File: config.mk
export PLATFORM = sky130hd
export DESIGN_NAME = shutter_position_interval_tracker
export DESIGN_NICKNAME = d
export VERILOG_FILES = /design/src/rtl/spit_pkg.sv /design/src/rtl/spit_divider.sv /design/src/rtl/shutter_position_interval_tracker.sv
export SDC_FILE = /design/constraint.sdc
export NUM_CORES = 1
export LEC_CHECK = 0
export BUFFER_PORTS_ARGS = -buffer_cell sky130_fd_sc_hd__buf_2
export CORE_ASPECT_RATIO = 0.8
export CORE_MARGIN = 4
export CORE_UTILIZATION = 40
export CTS_CLUSTER_DIAMETER = 120
export DETAILED_ROUTE_END_ITERATION = 8
export HOLD_SLACK_MARGIN = 0.02
export PLACE_DENSITY = 0.67
export SLEW_MARGIN = 40
export SYNTH_ARGS = -nofsm -noshare
export SYNTH_HDL_FRONTEND = slang
export SYNTH_SLANG_ARGS = --single-unit
export TNS_END_PERCENT = 100
File: constraint.sdc
create_clock -name clock -period 12.9 [get_ports clock]
set_clock_uncertainty 0.05 [all_clocks]
set_input_delay 1.29 -clock clock [delete_from_list [all_inputs] [get_ports clock]]
set_output_delay 1.29 -clock clock [all_outputs]
set_load 0.02 [all_outputs]
File: src/rtl/spit_pkg.sv
package spit_pkg;

   localparam int POS_FRAC_BITS = 16;
   localparam int POS_W         = POS_FRAC_BITS + 1;
   localparam int INC_W         = POS_W + 1;
   localparam int EXT_W         = INC_W + 1;

   localparam int TICK_W    = 32;
   localparam int TIME_FRAC = 8;
   localparam int DT_W      = TICK_W + TIME_FRAC;
   localparam int SPAN_W    = DT_W + 1;

   localparam int TRAVEL_W   = 16;
   localparam int MARGIN_W   = 10;
   localparam int CSR_IDX_W  = 2;
   localparam int CSR_DATA_W = 16;
   localparam int CMD_W      = 2;
   localparam int DIR_W      = 2;
   localparam int PCT_OUT_W  = 7;

   localparam int DIV_LOW   = TIME_FRAC + 1;
   localparam int DIV_SHIFT = POS_FRAC_BITS - TIME_FRAC;
   localparam int DIV_HI_W  = SPAN_W - DIV_LOW;
   localparam int DIV_CNT_W = $clog2(POS_W + 1);

   localparam int PCT_W = POS_FRAC_BITS + PCT_OUT_W + 1;

   localparam logic [POS_W-1:0]     POS_ONE    = POS_W'(1) << POS_FRAC_BITS;
   localparam logic [INC_W-1:0]     INC_SAT    = INC_W'(1) << POS_W;
   localparam logic [PCT_W-1:0]     PCT_HALF   = PCT_W'(1) << (POS_FRAC_BITS - 1);
   localparam logic [PCT_W-1:0]     PCT_SCALE  = PCT_W'(50);
   localparam logic [PCT_OUT_W-1:0] PCT_MAX    = PCT_OUT_W'(100);

   localparam logic [TRAVEL_W-1:0] UP_TRAVEL_RESET   = TRAVEL_W'(300);
   localparam logic [TRAVEL_W-1:0] DOWN_TRAVEL_RESET = TRAVEL_W'(300);
   localparam logic [MARGIN_W-1:0] MARGIN_RESET      = MARGIN_W'(164);

   localparam logic [CSR_IDX_W-1:0] CSR_UP_TRAVEL   = 2'd0;
   localparam logic [CSR_IDX_W-1:0] CSR_DOWN_TRAVEL = 2'd1;
   localparam logic [CSR_IDX_W-1:0] CSR_MARGIN      = 2'd2;

   localparam logic [CMD_W-1:0] CMD_EVENT = 2'd0;
   localparam logic [CMD_W-1:0] CMD_CHECK = 2'd1;
   localparam logic [CMD_W-1:0] CMD_QUERY = 2'd2;

   localparam logic [DIR_W-1:0] MOTION_STOP = 2'b00;
   localparam logic [DIR_W-1:0] MOTION_UP   = 2'b01;

   typedef enum logic [2:0] {
      ST_IDLE,
      ST_PREP,
      ST_START_MIN,
      ST_WAIT_MIN,
      ST_START_MAX,
      ST_WAIT_MAX,
      ST_APPLY,
      ST_EMIT
   } state_type;

   typedef struct packed {
      logic                start;
      logic [SPAN_W-1:0]   dividend;
      logic [TRAVEL_W-1:0] divisor;
   } div_req_type;

   typedef struct packed {
      logic             done;
      logic [INC_W-1:0] quotient;
   } div_rsp_type;

endpackage

File: src/rtl/spit_divider.sv
module spit_divider (
   input  logic                  clock,
   input  logic                  reset,
   input  spit_pkg::div_req_type div_req,
   output spit_pkg::div_rsp_type div_rsp
);

   logic                               busy_ff, busy_in;
   logic                               done_ff, done_in;
   logic [spit_pkg::DIV_CNT_W-1:0]     cnt_ff, cnt_in;
   logic [spit_pkg::TRAVEL_W-1:0]      divisor_ff, divisor_in;
   logic [spit_pkg::TRAVEL_W-1:0]      rem_ff, rem_in;
   logic [spit_pkg::POS_W-1:0]         bits_ff, bits_in;
   logic [spit_pkg::INC_W-1:0]         quo_ff, quo_in;

   logic                               sat;
   logic [spit_pkg::TRAVEL_W:0]        trial;
   logic [spit_pkg::TRAVEL_W:0]        diff;
   logic                               fits;

   always_comb begin
      sat   = div_req.dividend[spit_pkg::SPAN_W-1:spit_pkg::DIV_LOW] >=
              spit_pkg::DIV_HI_W'(div_req.divisor);
      trial = {rem_ff, bits_ff[spit_pkg::POS_W-1]};
      diff  = trial - {1'b0, divisor_ff};
      fits  = trial >= {1'b0, divisor_ff};
   end

   always_comb begin
      busy_in    = busy_ff;
      done_in    = 1'b0;
      cnt_in     = cnt_ff;
      divisor_in = divisor_ff;
      rem_in     = rem_ff;
      bits_in    = bits_ff;
      quo_in     = quo_ff;
      if (div_req.start) begin
         divisor_in = div_req.divisor;
         rem_in     = div_req.dividend[spit_pkg::DIV_LOW +: spit_pkg::TRAVEL_W];
         bits_in    = spit_pkg::POS_W'(div_req.dividend[spit_pkg::DIV_LOW-1:0])
                      << spit_pkg::DIV_SHIFT;
         if (sat) begin
            quo_in  = spit_pkg::INC_SAT;
            done_in = 1'b1;
            busy_in = 1'b0;
         end else begin
            quo_in  = '0;
            cnt_in  = spit_pkg::DIV_CNT_W'(spit_pkg::POS_W);
            busy_in = 1'b1;
         end
      end else if (busy_ff) begin
         rem_in  = fits ? diff[spit_pkg::TRAVEL_W-1:0] : trial[spit_pkg::TRAVEL_W-1:0];
         bits_in = bits_ff << 1;
         quo_in  = {quo_ff[spit_pkg::INC_W-2:0], fits};
         cnt_in  = cnt_ff - spit_pkg::DIV_CNT_W'(1);
         if (cnt_ff == spit_pkg::DIV_CNT_W'(1)) begin
            busy_in = 1'b0;
            done_in = 1'b1;
         end
      end
   end

   always_ff @(posedge clock) begin
      if (reset) begin
         busy_ff <= 1'b0;
         done_ff <= 1'b0;
         cnt_ff  <= '0;
      end else begin
         busy_ff <= busy_in;
         done_ff <= done_in;
         cnt_ff  <= cnt_in;
      end
   end

   always_ff @(posedge clock) begin
      divisor_ff <= divisor_in;
      rem_ff     <= rem_in;
      bits_ff    <= bits_in;
      quo_ff     <= quo_in;
   end

   assign div_rsp.done     = done_ff;
   assign div_rsp.quotient = quo_ff;

   a_quo_range: assert property (@(posedge clock) disable iff (reset)
      done_ff |-> quo_ff <= spit_pkg::INC_SAT)
      else $error("quotient above saturation");

   a_rem_below_divisor: assert property (@(posedge clock) disable iff (reset)
      busy_ff |-> rem_ff < divisor_ff)
      else $error("partial remainder not below divisor");

   a_done_ends_busy: assert property (@(posedge clock) disable iff (reset)
      done_ff |-> !busy_ff)
      else $error("done while still iterating");

endmodule

File: src/rtl/shutter_position_interval_tracker.sv
// channel | ports                                         | direction
// req     | req_valid, req_stall, command/now_tick/dir    | item in
// rsp     | rsp_valid, rsp_stall, percent/bounds/flags    | item out
// csr     | csr_we, csr_index, csr_wdata                  | register write
//
// Divider use: a move event in motion divides twice (min and max span) on the one shared
// restoring divider, an end check that tests the limit divides once, any other item not at
// all; a saturating quotient needs no iterations. The unused command yields no result.
// Reset: bounds go to [0, 1.0], motion stops, last tick and registers to defaults.
// Stalls: a waiting result is held in the output register while the next item is taken.
module shutter_position_interval_tracker (
   input  logic                                clock,
   input  logic                                reset,
   input  logic                                req_valid,
   output logic                                req_stall,
   input  logic [spit_pkg::CMD_W-1:0]          req_command,
   input  logic [spit_pkg::TICK_W-1:0]         req_now_tick,
   input  logic signed [spit_pkg::DIR_W-1:0]   req_direction,
   output logic                                rsp_valid,
   input  logic                                rsp_stall,
   output logic [spit_pkg::PCT_OUT_W-1:0]      rsp_position_percent,
   output logic [spit_pkg::POS_W-1:0]          rsp_lower_bound,
   output logic [spit_pkg::POS_W-1:0]          rsp_upper_bound,
   output logic                                rsp_notify_clients,
   output logic                                rsp_end_reached,
   input  logic                                csr_we,
   input  logic [spit_pkg::CSR_IDX_W-1:0]      csr_index,
   input  logic [spit_pkg::CSR_DATA_W-1:0]     csr_wdata
);

   spit_pkg::state_type state_ff, state_in;

   logic [spit_pkg::TRAVEL_W-1:0] up_travel_ff, up_travel_in;
   logic [spit_pkg::TRAVEL_W-1:0] down_travel_ff, down_travel_in;
   logic [spit_pkg::MARGIN_W-1:0] margin_ff, margin_in;

   logic [spit_pkg::POS_W-1:0]  pos_low_ff, pos_low_in;
   logic [spit_pkg::POS_W-1:0]  pos_high_ff, pos_high_in;
   logic [spit_pkg::DIR_W-1:0]  motion_ff, motion_in;
   logic [spit_pkg::TICK_W-1:0] last_tick_ff, last_tick_in;

   logic [spit_pkg::CMD_W-1:0]    cmd_ff, cmd_in;
   logic [spit_pkg::TICK_W-1:0]   now_ff, now_in;
   logic [spit_pkg::DIR_W-1:0]    dir_ff, dir_in;
   logic [spit_pkg::SPAN_W-1:0]   dmin_ff, dmin_in;
   logic [spit_pkg::SPAN_W-1:0]   dmax_ff, dmax_in;
   logic [spit_pkg::TRAVEL_W-1:0] travel_ff, travel_in;
   logic                          both_ff, both_in;
   logic                          chk_ff, chk_in;
   logic [spit_pkg::INC_W-1:0]    inc_min_ff, inc_min_in;
   logic [spit_pkg::INC_W-1:0]    inc_max_ff, inc_max_in;
   logic                          notify_ff, notify_in;
   logic                          end_ff, end_in;

   logic                              rsp_valid_ff, rsp_valid_in;
   logic [spit_pkg::PCT_OUT_W-1:0]    rsp_pct_ff, rsp_pct_in;
   logic [spit_pkg::POS_W-1:0]        rsp_low_ff, rsp_low_in;
   logic [spit_pkg::POS_W-1:0]        rsp_high_ff, rsp_high_in;
   logic                              rsp_notify_ff, rsp_notify_in;
   logic                              rsp_end_ff, rsp_end_in;

   spit_pkg::div_req_type div_req;
   spit_pkg::div_rsp_type div_rsp;

   logic                          accept;
   logic                          emit;
   logic                          out_free;
   logic                          mv_up;
   logic                          mv_dn;
   logic                          need_both;
   logic                          need_chk;
   logic [spit_pkg::DT_W-1:0]     dt;
   logic [spit_pkg::TRAVEL_W-1:0] travel_sel;
   logic [spit_pkg::EXT_W-1:0]    lo_up;
   logic [spit_pkg::EXT_W-1:0]    hi_up;
   logic [spit_pkg::POS_W-1:0]    lo_up_cap;
   logic [spit_pkg::POS_W-1:0]    hi_up_cap;
   logic [spit_pkg::POS_W-1:0]    lo_dn;
   logic [spit_pkg::POS_W-1:0]    hi_dn;
   logic                          hit;
   logic [spit_pkg::PCT_W-1:0]    pct_full;

   spit_divider u_divider (
      .clock   (clock),
      .reset   (reset),
      .div_req (div_req),
      .div_rsp (div_rsp)
   );

   assign accept   = req_valid && !req_stall;
   assign out_free = !rsp_valid_ff || !rsp_stall;
   assign mv_up    = motion_ff == spit_pkg::MOTION_UP;
   assign mv_dn    = motion_ff[spit_pkg::DIR_W-1];

   always_comb begin
      state_in = state_ff;
      unique case (state_ff)
         spit_pkg::ST_IDLE: begin
            if (req_valid) state_in = spit_pkg::ST_PREP;
         end
         spit_pkg::ST_PREP: begin
            unique case (cmd_ff)
               spit_pkg::CMD_EVENT,
               spit_pkg::CMD_CHECK: begin
                  state_in = (need_both || need_chk) ? spit_pkg::ST_START_MIN
                                                     : spit_pkg::ST_APPLY;
               end
               spit_pkg::CMD_QUERY: state_in = spit_pkg::ST_APPLY;
               default:             state_in = spit_pkg::ST_IDLE;
            endcase
         end
         spit_pkg::ST_START_MIN: state_in = spit_pkg::ST_WAIT_MIN;
         spit_pkg::ST_WAIT_MIN: begin
            if (div_rsp.done) begin
               state_in = both_ff ? spit_pkg::ST_START_MAX : spit_pkg::ST_APPLY;
            end
         end
         spit_pkg::ST_START_MAX: state_in = spit_pkg::ST_WAIT_MAX;
         spit_pkg::ST_WAIT_MAX: begin
            if (div_rsp.done) state_in = spit_pkg::ST_APPLY;
         end
         spit_pkg::ST_APPLY: state_in = spit_pkg::ST_EMIT;
         spit_pkg::ST_EMIT: begin
            if (out_free) state_in = spit_pkg::ST_IDLE;
         end
         default: state_in = spit_pkg::ST_IDLE;
      endcase
   end

   always_comb begin
      req_stall        = 1'b1;
      emit             = 1'b0;
      div_req.start    = 1'b0;
      div_req.dividend = dmin_ff;
      div_req.divisor  = travel_ff;
      unique case (state_ff)
         spit_pkg::ST_IDLE:      req_stall = 1'b0;
         spit_pkg::ST_START_MIN: div_req.start = 1'b1;
         spit_pkg::ST_START_MAX: begin
            div_req.start    = 1'b1;
            div_req.dividend = dmax_ff;
         end
         spit_pkg::ST_EMIT:      emit = out_free;
         default: begin
         end
      endcase
   end

   always_comb begin
      dt         = {now_ff - last_tick_ff, {spit_pkg::TIME_FRAC{1'b0}}};
      dmin_in    = dmin_ff;
      dmax_in    = dmax_ff;
      travel_in  = travel_ff;
      both_in    = both_ff;
      chk_in     = chk_ff;
      travel_sel = mv_up ? up_travel_ff : down_travel_ff;
      need_both  = (cmd_ff == spit_pkg::CMD_EVENT) && (mv_up || mv_dn);
      need_chk   = (cmd_ff == spit_pkg::CMD_CHECK) &&
                   ((mv_up && pos_low_ff < spit_pkg::POS_ONE) ||
                    (mv_dn && pos_high_ff != '0));
      if (state_ff == spit_pkg::ST_PREP) begin
         dmin_in   = (dt > spit_pkg::DT_W'(margin_ff))
                     ? spit_pkg::SPAN_W'(dt - spit_pkg::DT_W'(margin_ff)) : '0;
         dmax_in   = spit_pkg::SPAN_W'(dt) + spit_pkg::SPAN_W'(margin_ff);
         travel_in = (travel_sel == '0) ? spit_pkg::TRAVEL_W'(1) : travel_sel;
         both_in   = need_both;
         chk_in    = need_chk;
      end
   end

   always_comb begin
      cmd_in     = accept ? req_command   : cmd_ff;
      now_in     = accept ? req_now_tick  : now_ff;
      dir_in     = accept ? req_direction : dir_ff;
      inc_min_in = (state_ff == spit_pkg::ST_WAIT_MIN && div_rsp.done) ? div_rsp.quotient
                                                                       : inc_min_ff;
      inc_max_in = (state_ff == spit_pkg::ST_WAIT_MAX && div_rsp.done) ? div_rsp.quotient
                                                                       : inc_max_ff;
   end

   always_comb begin
      lo_up     = spit_pkg::EXT_W'(pos_low_ff) + spit_pkg::EXT_W'(inc_min_ff);
      hi_up     = spit_pkg::EXT_W'(pos_high_ff) + spit_pkg::EXT_W'(inc_max_ff);
      lo_up_cap = (lo_up > spit_pkg::EXT_W'(spit_pkg::POS_ONE)) ? spit_pkg::POS_ONE
                                                                : lo_up[spit_pkg::POS_W-1:0];
      hi_up_cap = (hi_up > spit_pkg::EXT_W'(spit_pkg::POS_ONE)) ? spit_pkg::POS_ONE
                                                                : hi_up[spit_pkg::POS_W-1:0];
      lo_dn     = (spit_pkg::INC_W'(pos_low_ff) > inc_max_ff)
                  ? spit_pkg::POS_W'(spit_pkg::INC_W'(pos_low_ff) - inc_max_ff) : '0;
      hi_dn     = (spit_pkg::INC_W'(pos_high_ff) > inc_min_ff)
                  ? spit_pkg::POS_W'(spit_pkg::INC_W'(pos_high_ff) - inc_min_ff) : '0;
      hit       = chk_ff && (mv_up ? (lo_up > spit_pkg::EXT_W'(spit_pkg::POS_ONE))
                                   : (inc_min_ff > spit_pkg::INC_W'(pos_high_ff)));

      pos_low_in   = pos_low_ff;
      pos_high_in  = pos_high_ff;
      motion_in    = motion_ff;
      last_tick_in = last_tick_ff;
      notify_in    = notify_ff;
      end_in       = end_ff;
      if (state_ff == spit_pkg::ST_APPLY) begin
         notify_in = 1'b0;
         end_in    = 1'b0;
         case (cmd_ff)
            spit_pkg::CMD_EVENT: begin
               if (mv_up) begin
                  pos_low_in  = lo_up_cap;
                  pos_high_in = hi_up_cap;
               end else if (mv_dn) begin
                  pos_low_in  = lo_dn;
                  pos_high_in = hi_dn;
               end
               notify_in    = mv_up || mv_dn;
               last_tick_in = now_ff;
               motion_in    = dir_ff;
            end
            spit_pkg::CMD_CHECK: begin
               if (hit) begin
                  pos_low_in  = mv_up ? spit_pkg::POS_ONE : '0;
                  pos_high_in = mv_up ? spit_pkg::POS_ONE : '0;
                  motion_in   = spit_pkg::MOTION_STOP;
               end
               notify_in = hit;
               end_in    = hit;
            end
            default: begin
            end
         endcase
      end
   end

   always_comb begin
      up_travel_in   = up_travel_ff;
      down_travel_in = down_travel_ff;
      margin_in      = margin_ff;
      if (csr_we) begin
         unique case (csr_index)
            spit_pkg::CSR_UP_TRAVEL:   up_travel_in   = csr_wdata;
            spit_pkg::CSR_DOWN_TRAVEL: down_travel_in = csr_wdata;
            spit_pkg::CSR_MARGIN:      margin_in      = csr_wdata[spit_pkg::MARGIN_W-1:0];
            default: begin
            end
         endcase
      end
   end

   always_comb begin
      pct_full      = spit_pkg::PCT_W'(spit_pkg::INC_W'(pos_low_ff) +
                                       spit_pkg::INC_W'(pos_high_ff)) * spit_pkg::PCT_SCALE
                      + spit_pkg::PCT_HALF;
      rsp_valid_in  = emit ? 1'b1 : (rsp_valid_ff && rsp_stall);
      rsp_pct_in    = emit ? pct_full[spit_pkg::POS_FRAC_BITS +: spit_pkg::PCT_OUT_W]
                           : rsp_pct_ff;
      rsp_low_in    = emit ? pos_low_ff  : rsp_low_ff;
      rsp_high_in   = emit ? pos_high_ff : rsp_high_ff;
      rsp_notify_in = emit ? notify_ff   : rsp_notify_ff;
      rsp_end_in    = emit ? end_ff      : rsp_end_ff;
   end

   always_ff @(posedge clock) begin
      if (reset) begin
         state_ff       <= spit_pkg::ST_IDLE;
         up_travel_ff   <= spit_pkg::UP_TRAVEL_RESET;
         down_travel_ff <= spit_pkg::DOWN_TRAVEL_RESET;
         margin_ff      <= spit_pkg::MARGIN_RESET;
         pos_low_ff     <= '0;
         pos_high_ff    <= spit_pkg::POS_ONE;
         motion_ff      <= spit_pkg::MOTION_STOP;
         last_tick_ff   <= '0;
         rsp_valid_ff   <= 1'b0;
      end else begin
         state_ff       <= state_in;
         up_travel_ff   <= up_travel_in;
         down_travel_ff <= down_travel_in;
         margin_ff      <= margin_in;
         pos_low_ff     <= pos_low_in;
         pos_high_ff    <= pos_high_in;
         motion_ff      <= motion_in;
         last_tick_ff   <= last_tick_in;
         rsp_valid_ff   <= rsp_valid_in;
      end
   end

   always_ff @(posedge clock) begin
      cmd_ff        <= cmd_in;
      now_ff        <= now_in;
      dir_ff        <= dir_in;
      dmin_ff       <= dmin_in;
      dmax_ff       <= dmax_in;
      travel_ff     <= travel_in;
      both_ff       <= both_in;
      chk_ff        <= chk_in;
      inc_min_ff    <= inc_min_in;
      inc_max_ff    <= inc_max_in;
      notify_ff     <= notify_in;
      end_ff        <= end_in;
      rsp_pct_ff    <= rsp_pct_in;
      rsp_low_ff    <= rsp_low_in;
      rsp_high_ff   <= rsp_high_in;
      rsp_notify_ff <= rsp_notify_in;
      rsp_end_ff    <= rsp_end_in;
   end

   assign rsp_valid            = rsp_valid_ff;
   assign rsp_position_percent = rsp_pct_ff;
   assign rsp_lower_bound      = rsp_low_ff;
   assign rsp_upper_bound      = rsp_high_ff;
   assign rsp_notify_clients   = rsp_notify_ff;
   assign rsp_end_reached      = rsp_end_ff;

   a_bounds_ordered: assert property (@(posedge clock) disable iff (reset)
      pos_low_ff <= pos_high_ff && pos_high_ff <= spit_pkg::POS_ONE)
      else $error("position bounds out of order or above full travel");

   a_percent_range: assert property (@(posedge clock) disable iff (reset)
      rsp_valid |-> rsp_position_percent <= spit_pkg::PCT_MAX)
      else $error("percentage above 100");

   a_end_notifies: assert property (@(posedge clock) disable iff (reset)
      rsp_valid && rsp_end_reached |-> rsp_notify_clients)
      else $error("end stop reported without notify");

   a_busy_after_accept: assert property (@(posedge clock) disable iff (reset)
      accept |=> req_stall)
      else $error("second item taken while one is in work");

   a_end_stops_motion: assert property (@(posedge clock) disable iff (reset)
      state_ff == spit_pkg::ST_APPLY && cmd_ff == spit_pkg::CMD_CHECK && hit
      |=> motion_ff == spit_pkg::MOTION_STOP)
      else $error("motion kept after end stop");

endmodule

==> results of run 1 <==
==> cells by family after synthesis <==
| kind of cell | share of synthesized area, % |
|---|---|
| compound gates | 15.33 |
| flops | 42.93 |
| buf+inv | 4.624 |
| xor+xnor | 6.670 |
| fa+ha+maj | 12.96 |
| mux | 1.279 |
| simple gates | 16.21 |
==> report_power, final <==
group	total (mW)	switching [mW]	internal [mW]	leakage, nW
clock	1.32	0.535	0.789	0.753
sequential	1.58	0.0503	1.53	3.54
combinational	0.656	0.412	0.244	6.89
==> through the flow <==
step           instance area, um2  util (%)  cells
2_1_floorplan               24950         -   2596
3_3_place_gp                26420     43.01   3474
3_5_place_dp                26480     43.11   3477
4_1_cts                     28020     45.62   3563
5_1_grt                     28030     45.64   3563
6_report                    28030     45.64   3563
==> layout by cell type, fill, tap and decap left out, drive strengths merged, types with 16 or more instances in the layout <==
| cell type | Yosys | routed |
|---|---|---|
| nor4 | 35 | 35 |
| clkbuf | 67 | 67 |
| ha | 228 | 228 |
| and2 | 29 | 29 |
| xnor2 | 130 | 130 |
| a21oi | 200 | 200 |
| buf | 9 | 127 |
| nand4 | 29 | 29 |
| o21bai | 17 | 17 |
| a211oi | 18 | 18 |
| nor2b | 26 | 26 |
| o21ai | 82 | 82 |
| dfxtp | 121 | 121 |
| a22oi | 17 | 17 |
| edfxtp | 276 | 276 |
| nand2 | 308 | 308 |
| a21o | 55 | 55 |
| fa | 19 | 19 |
| nor3 | 53 | 53 |
| nand3 | 70 | 70 |
| inv | 227 | 230 |
| o31ai | 19 | 19 |
| and3 | 18 | 18 |
| o21a | 24 | 24 |
| or3 | 16 | 16 |
| xor2 | 60 | 60 |
| nor2 | 199 | 199 |
| a31oi | 16 | 16 |
==> area by class of cell <==
type	instances	area (um2)
Fill cell	5836	33390
Inverter	227	852.1
Clock buffer	67	1345
Timing Repair Buffer	127	706.9
Sequential cell	397	10710
Multi-Input combinational cell	1896	13180
Tap cell	830	1039
Clock inverter	19	198.9
==> routing by layer <==
layer | vias to the layer above | GRT usage [%] | wire length, um
li1 | 9519 | - | -
met1 | 9333 | 28.70 | 31110
met2 | 601 | 27.86 | 26970
met3 | 87 | 2.930 | 4032
met4 | 0 | 4.576 | 1160
met5 | - | 0 | 0
==> worst max-delay path by stage <==
stage                         from                      end  cells past startpoint
CTS                 pos_high_ff[0]  rsp_position_percent[6]                     27
finish              pos_high_ff[0]  rsp_position_percent[6]                     27
global route        pos_high_ff[0]  rsp_position_percent[6]                     27
detailed placement  pos_high_ff[0]  rsp_position_percent[6]                     27
global placement    pos_high_ff[0]  rsp_position_percent[6]                     27
floorplan           pos_high_ff[0]  rsp_position_percent[6]                     26
==> state kept, by name, summed over array words and instances, names as in the netlist, 17 cells and up <==
name              count
dmax_ff              41
dmin_ff              41
last_tick_ff         32
now_ff               32
inc_max_ff           18
inc_min_ff           18
u_divider.quo_ff     18
pos_high_ff          17
pos_low_ff           17
rsp_lower_bound      17
rsp_upper_bound      17
==> worst register-to-register path: stages (launching register included) <==
cell and delay, ns:
dfxtp_1 0.38, ha_1 0.24, fa_1 0.40, a21o_1 0.20, a21oi_1 0.26, o21ai_0 0.14, a21oi_1 0.24, o21ai_0 0.12
a21oi_1 0.33, o21ai_0 0.24, o41ai_2 0.51, xnor2_1 0.23, ha_1 0.28, ha_1 0.28, inv_1 0.05, fa_1 0.53
inv_1 0.04, ha_1 0.38, xnor2_1 0.20, nor2_1 0.17, and3_1 0.17, mux2i_1 0.07, a31oi_1 0.36, nand2_1 0.18
or3_1 0.32, a21boi_0 0.18, o211ai_1 0.15, xnor2_1 0.16
==> impl_metrics.csv, run 1 <==
group,metric,value,unit
global_routing,grt-ovfl-total,0,
synth,synth_flop_cell,"edfxtp_1",
setup_path,startpoint_type,"register",
setup_path,r2r_cells,27,
synth,synth_area_per_cell,9.611,um2
cts,cts-buffers-inserted,46,
cts,hold_buffers,0,
setup_path,crit_top_cell,"ha_1",
detailed_routing,drt_iter0_drc,1578,
cts,h-tree-depth,2,
detailed_routing,drc,0,
run,maxCapViolCount,0,
global_routing,antenna_found_initial,1,
worst_hold_path,holdCritPathClass,"register to register",
sta,rsz0062_at_grt,"no",
synth,synth_top_cell_area_share,33.22,%
sta,slew_headroom,36.48,%
detailed_routing,postRouteAntennaNets,0,
sta,period_share,55.10,%
setup_path,worstSetupEndpointType,"register",
global_routing,first_global_vias,18710,
synth,syn_inst,2596,
sta,setup_viol,0,
detailed_routing,dr.pass1.iters,6,
floorplan,start_util,40.62,%
synth,synth_top_cells_by_count,"nand2_1 (308), edfxtp_1 (276), ha_1 (228), inv_1 (227)",
final_layout,drive_gt1_share,9.952,%
setup_path,criticalPathCategory,"register to register",
synth,synth.area.top_cells,"edfxtp_1 (33%), ha_1 (11%), dfxtp_1 (9.7%)",
placement,gp_congestion,0.9816,
setup_path,slowest_stage,"fa_1",
setup_path,r2r-end,"rsp_position_percent[6]",
synth,ys_seq_area_share,42.93,%
outcome,status,"finished, final reports clean",
cts,cts_resized,0,
cts,clockBufferDepth,3,
setup_path,r2r-start,"pos_high_ff[0]",
sta,tightest_slew,0.9509,ns
detailed_routing,vias,19540,
setup_path,cp_num_buf_inv,2,
synth,yosys.area.top_type,"edfxtp_1",
synth,async_reset_ff_share,0,%
sta,timing.final.ws_setup,5.793,ns
sta,period_needed,7.107,ns
floorplan,fp-row-count,81,
worst_hold_path,hold_start,"end_ff",
synth,yosysMostFrequentCell,"nand2_1",
cts,clock-sinks,397,
setup_path,worstPathArrival,7.37,ns
sta,final_hold_viol_count,0,
worst_hold_path,holdPathEnd,"rsp_end_reached",
placement,portBuffers,103,
placement,post-dp-hpwl,47.95,mm
final_layout,area_growth,12.35,%
sta,fmax,0.1407,GHz
power,power,3.557,mW
setup_path,critical_path.max_stage_delay,0.53,ns
cts,cts_tree,"done",
sta,final_max_slew_viol_count,0,
cts,clock_latency,0.58,ns
synth,syn_nets,2902,
global_routing,grt_usage,18.81,%
final_layout,antenna_cells,0,
cts,path_clk_slew,0.06,ns
detailed_routing,wl,63.27,mm
synth,synth_edf_count,276,
detailed_routing,vias_per_cell,5.484,
power,powerDensity,126.9,mW/mm2
power,ir_drop,114.3,uV
synth,netlist_area,0.02495,mm2
floorplan,die_area,0.06646,mm2
floorplan,die_h,231.4,um
setup_path,crit_family,"compound AO/OA/AOI/OAI gates",
setup_path,worstPathRequired,13.17,ns
power,p_leak,11.18,nW
global_routing,grt_pass1_wl,101.7,mm
final_layout,final_nets,3001,
floorplan,core,0.06142,mm2
synth,yosysWarnings,0,
cts,postCtsSetupBuffers,0,
sta,setup_tns,0,ns
synth,yosys_register_bits,397,
synth,ys_types,82,
cts,cts-root-buf,"clkbuf_16",
sta,fin_hold_ws,0.3846,ns
global_routing,grt_max_degree,84,
floorplan,ioPinCount,104,
setup_path,crit_path_max_fanout,7,
floorplan,die_w,287.2,um
worst_hold_path,hold_depth,0,
setup_path,ff2ff_setup_slack,5.79,ns
detailed_routing,wire_per_inst,17.76,um
placement,dpl_worst_slack,5.897,ns
Power figures use the tool's default switching activity.
==> run 2, diff against run 1 <==
ABC_AREA = 1   (was unset)
PLACE_DENSITY = 0.69   (was 0.67)
clock period = 6.5 ns   (was 12.9 ns; I/O delays follow)
==> impl_metrics.csv, run 2 <==
group,metric,value,unit
outcome,status,"finished, final reports clean",
placement,placed_cell_area,0.02837,mm2
power,combPwrFrac,37.5,%
final_layout,fin_util,45.28,%
floorplan,core,0.06600,mm2
placement,dp_cells,4348,
setup_path,crit_path_max_fanout,7,
power,p_int,6.250,mW
setup_path,r2r-end,"rsp_position_percent[6]",
synth,yosys_register_bits,397,
global_routing,antenna_found_initial,0,
floorplan,fp-row-count,84,
floorplan,die_area,0.07119,mm2
floorplan,ioPinCount,104,
synth,netlist_area,0.02679,mm2
setup_path,r2r-start,"pos_high_ff[0]",
global_routing,grt-ovfl-total,0,
sta,final_max_slew_viol_count,0,
worst_hold_path,holdCritPathClass,"input port to register",
setup_path,worstPathRequired,6.80,ns
power,powerDensity,342.8,mW/mm2
cts,cts-root-buf,"clkbuf_16",
final_layout,area_growth,11.57,%
cts,cts_tree,"done",
final_layout,drive_gt1_share,7.785,%
sta,fmax,0.1760,GHz
synth,syn_inst,3427,
cts,cts-buffers-inserted,44,
final_layout,reg_top3,"dmax_ff: 41 flops, dmin_ff: 41 flops",
sta,setup_viol,0,
final_layout,antenna_cells,0,
run,maxCapViolCount,0,
detailed_routing,drc,0,
placement,portBuffers,103,
synth,ys_types,54,
sta,setup_tns,0,ns
sta,final_hold_viol_count,0,
cts,cts_resized,0,
synth,yosysWarnings,0,
detailed_routing,wire_per_inst,16.65,um
power,switching_share,38.99,%
synth,synth.area.top_cells,"edfxtp_1 (31%), nand2_1 (11%), ha_1 (11%)",
global_routing,first_global_vias,21140,
detailed_routing,vias_per_cell,5.239,
setup_path,startpoint_type,"register",
sta,slew_headroom,47.06,%
power,clockPowerShare,25.3,%
synth,synth_top_cell_area_share,30.94,%
final_layout,final_common_cell,"nand2_1",
setup_path,ff2ff_setup_slack,0.82,ns
power,ir_drop,304.5,uV
cts,path_clk_slew,0.06,ns
final_layout,final_cell_mix,"nand2_1 (793), inv_1 (459), nor2_1 (353), a21oi_1 (304), edfxtp_1 (276)",
cts,clockBufferDepth,3,
setup_path,worstPathArrival,5.98,ns
detailed_routing,drt_iter0_drc,2335,
worst_hold_path,hold_start,"req_command[0]",
synth,yosysMostFrequentCell,"nand2_1",
power,p_seq_share,37.3,%
setup_path,criticalPathCategory,"register to register",
power,p_leak,13.70,nW
synth,async_reset_ff_share,0,%
cts,hold_buffers,0,
worst_hold_path,hold_depth,1,
setup_path,r2r_cells,25,
global_routing,grt_usage,20.20,%
synth,synth_area_per_cell,7.816,um2
final_layout,fin_area,0.02988,mm2
worst_hold_path,holdPathEnd,"cmd_ff[0]",
sta,timing.final.ws_setup,0.8178,ns
power,p_switching,3.993,mW
final_layout,final_nets,3841,
detailed_routing,dr.pass1.iters,6,
placement,post-dp-hpwl,55.50,mm
placement,dpl_worst_slack,0.8616,ns
detailed_routing,wl,73.77,mm
synth,yosys.area.top_type,"edfxtp_1",
final_layout,fill_cells,6511,
floorplan,die_w,297.3,um
placement,gp_congestion,0.9486,
global_routing,grt_pass1_wl,116.1,mm
synth,syn_nets,3733,
sta,period_needed,5.682,ns
synth,synth_flop_cell,"edfxtp_1",
cts,h-tree-depth,2,
floorplan,die_h,239.5,um
detailed_routing,vias,23220,
cts,clock_latency,0.60,ns
cts,clock-sinks,397,
global_routing,grt_max_degree,82,
synth,synth_top_cells_by_count,"nand2_1 (795), inv_1 (461), nor2_1 (356), a21oi_1 (305), edfxtp_1 (276)",
floorplan,start_util,40.58,%
synth,synth_edf_count,276,
final_layout,stdcell_count,4431,
cts,postCtsSetupBuffers,0,
setup_path,worstSetupEndpointType,"register",
detailed_routing,postRouteAntennaNets,0,
sta,tightest_slew,0.7941,ns
sta,period_share,87.42,%
sta,rsz0062_at_grt,"no",
synth,ys_seq_area_share,39.99,%
run 2: cell count changes after synthesis, moves of 39 or more:
cell,previous run,this run
a21oi_1,199,305
a21o_1,55,16
nor2_1,199,356
o21ai_0,80,180
inv_1,227,461
nand3_1,70,221
xnor2_1,130,33
nand2_1,308,795
run 2: critical path, stage by stage, from the launching register on:
cell	delay, ns
dfxtp_1	0.38
ha_1	0.24
fa_1	0.42
a21oi_1	0.19
o21bai_1	0.14
nand2_1	0.10
nand2_1	0.11
a21boi_0	0.29
o21ai_0	0.20
a21boi_0	0.31
xor2_1	0.27
inv_1	0.12
ha_1	0.31
ha_1	0.29
inv_1	0.05
fa_1	0.50
inv_1	0.04
ha_1	0.33
a21o_1	0.21
nor2_1	0.10
nand2_1	0.07
xor2_1	0.18
nor2_1	0.16
nand4_1	0.14
o21bai_1	0.15
nand2_1	0.06
run 2: worst max-delay path by stage:
stage | startpoint | slack, ns | cells past startpoint | end
after floorplan | state_ff[0] | 0.85 | 5 | state_ff[2]
after global placement | pos_high_ff[0] | 0.97 | 25 | rsp_position_percent[6]
after detailed placement | pos_high_ff[0] | 0.86 | 25 | rsp_position_percent[6]
after CTS | pos_high_ff[0] | 0.81 | 25 | rsp_position_percent[6]
after global routing | pos_high_ff[0] | 0.40 | 25 | rsp_position_percent[6]
final | pos_high_ff[0] | 0.82 | 25 | rsp_position_percent[6]
run 2: cell type report:
type / instances / area, um2 / area share, %
flip-flops and latches: 397 / 10710 / 35.84
repair buffers: 136 / 805.8 / 2.696
well taps: 860 / 1076 / 3.601
inverters: 474 / 1780 / 5.958
clock buffers: 56 / 1177 / 3.940
clock inverters: 26 / 301.5 / 1.009
multi-input cells: 2482 / 14030 / 46.96
run 2: cells by family after synthesis:
family | Yosys count | share of synthesized area [%]
AO/OA/AOI/OAI | 573 | 11.54
XOR/XNOR | 116 | 3.821
adder cells (fa/ha/maj) | 247 | 12.07
buffers and inverters | 548 | 7.834
flip-flops | 397 | 39.99
multiplexers | 1 | 0.03737
AND/OR/NAND/NOR | 1545 | 24.72
run 2: layer usage:
metal  GRT usage [%]  vias up  wire [um]
met2           30.30      912      30550
met5               0        -          0
li1                -    11620          -
met3           3.851      115       6394
met4           5.461        0       1796
met1           29.82    10570      35030
run 2: power by group through the flow:
stage | combinational, mW | sequential (mW) | clock [mW]
floorplan | 2.78 | 3.80 | 0
global placement | 3.70 | 3.85 | 0
detailed placement | 3.76 | 3.87 | 0
CTS | 3.78 | 3.82 | 2.65
global route | 4.33 | 3.86 | 2.75
finish | 3.84 | 3.82 | 2.59
run 2: metrics by stage:
step | hold WS [ns] | power [mW]
6_report | 0.1688 | 10.24
5_1_grt | 0.1514 | 10.95
4_1_cts | 0.1460 | 10.25
3_5_place_dp | 0.3545 | 7.625
3_3_place_gp | 0.3522 | 7.551
2_1_floorplan | 0.3503 | 6.577
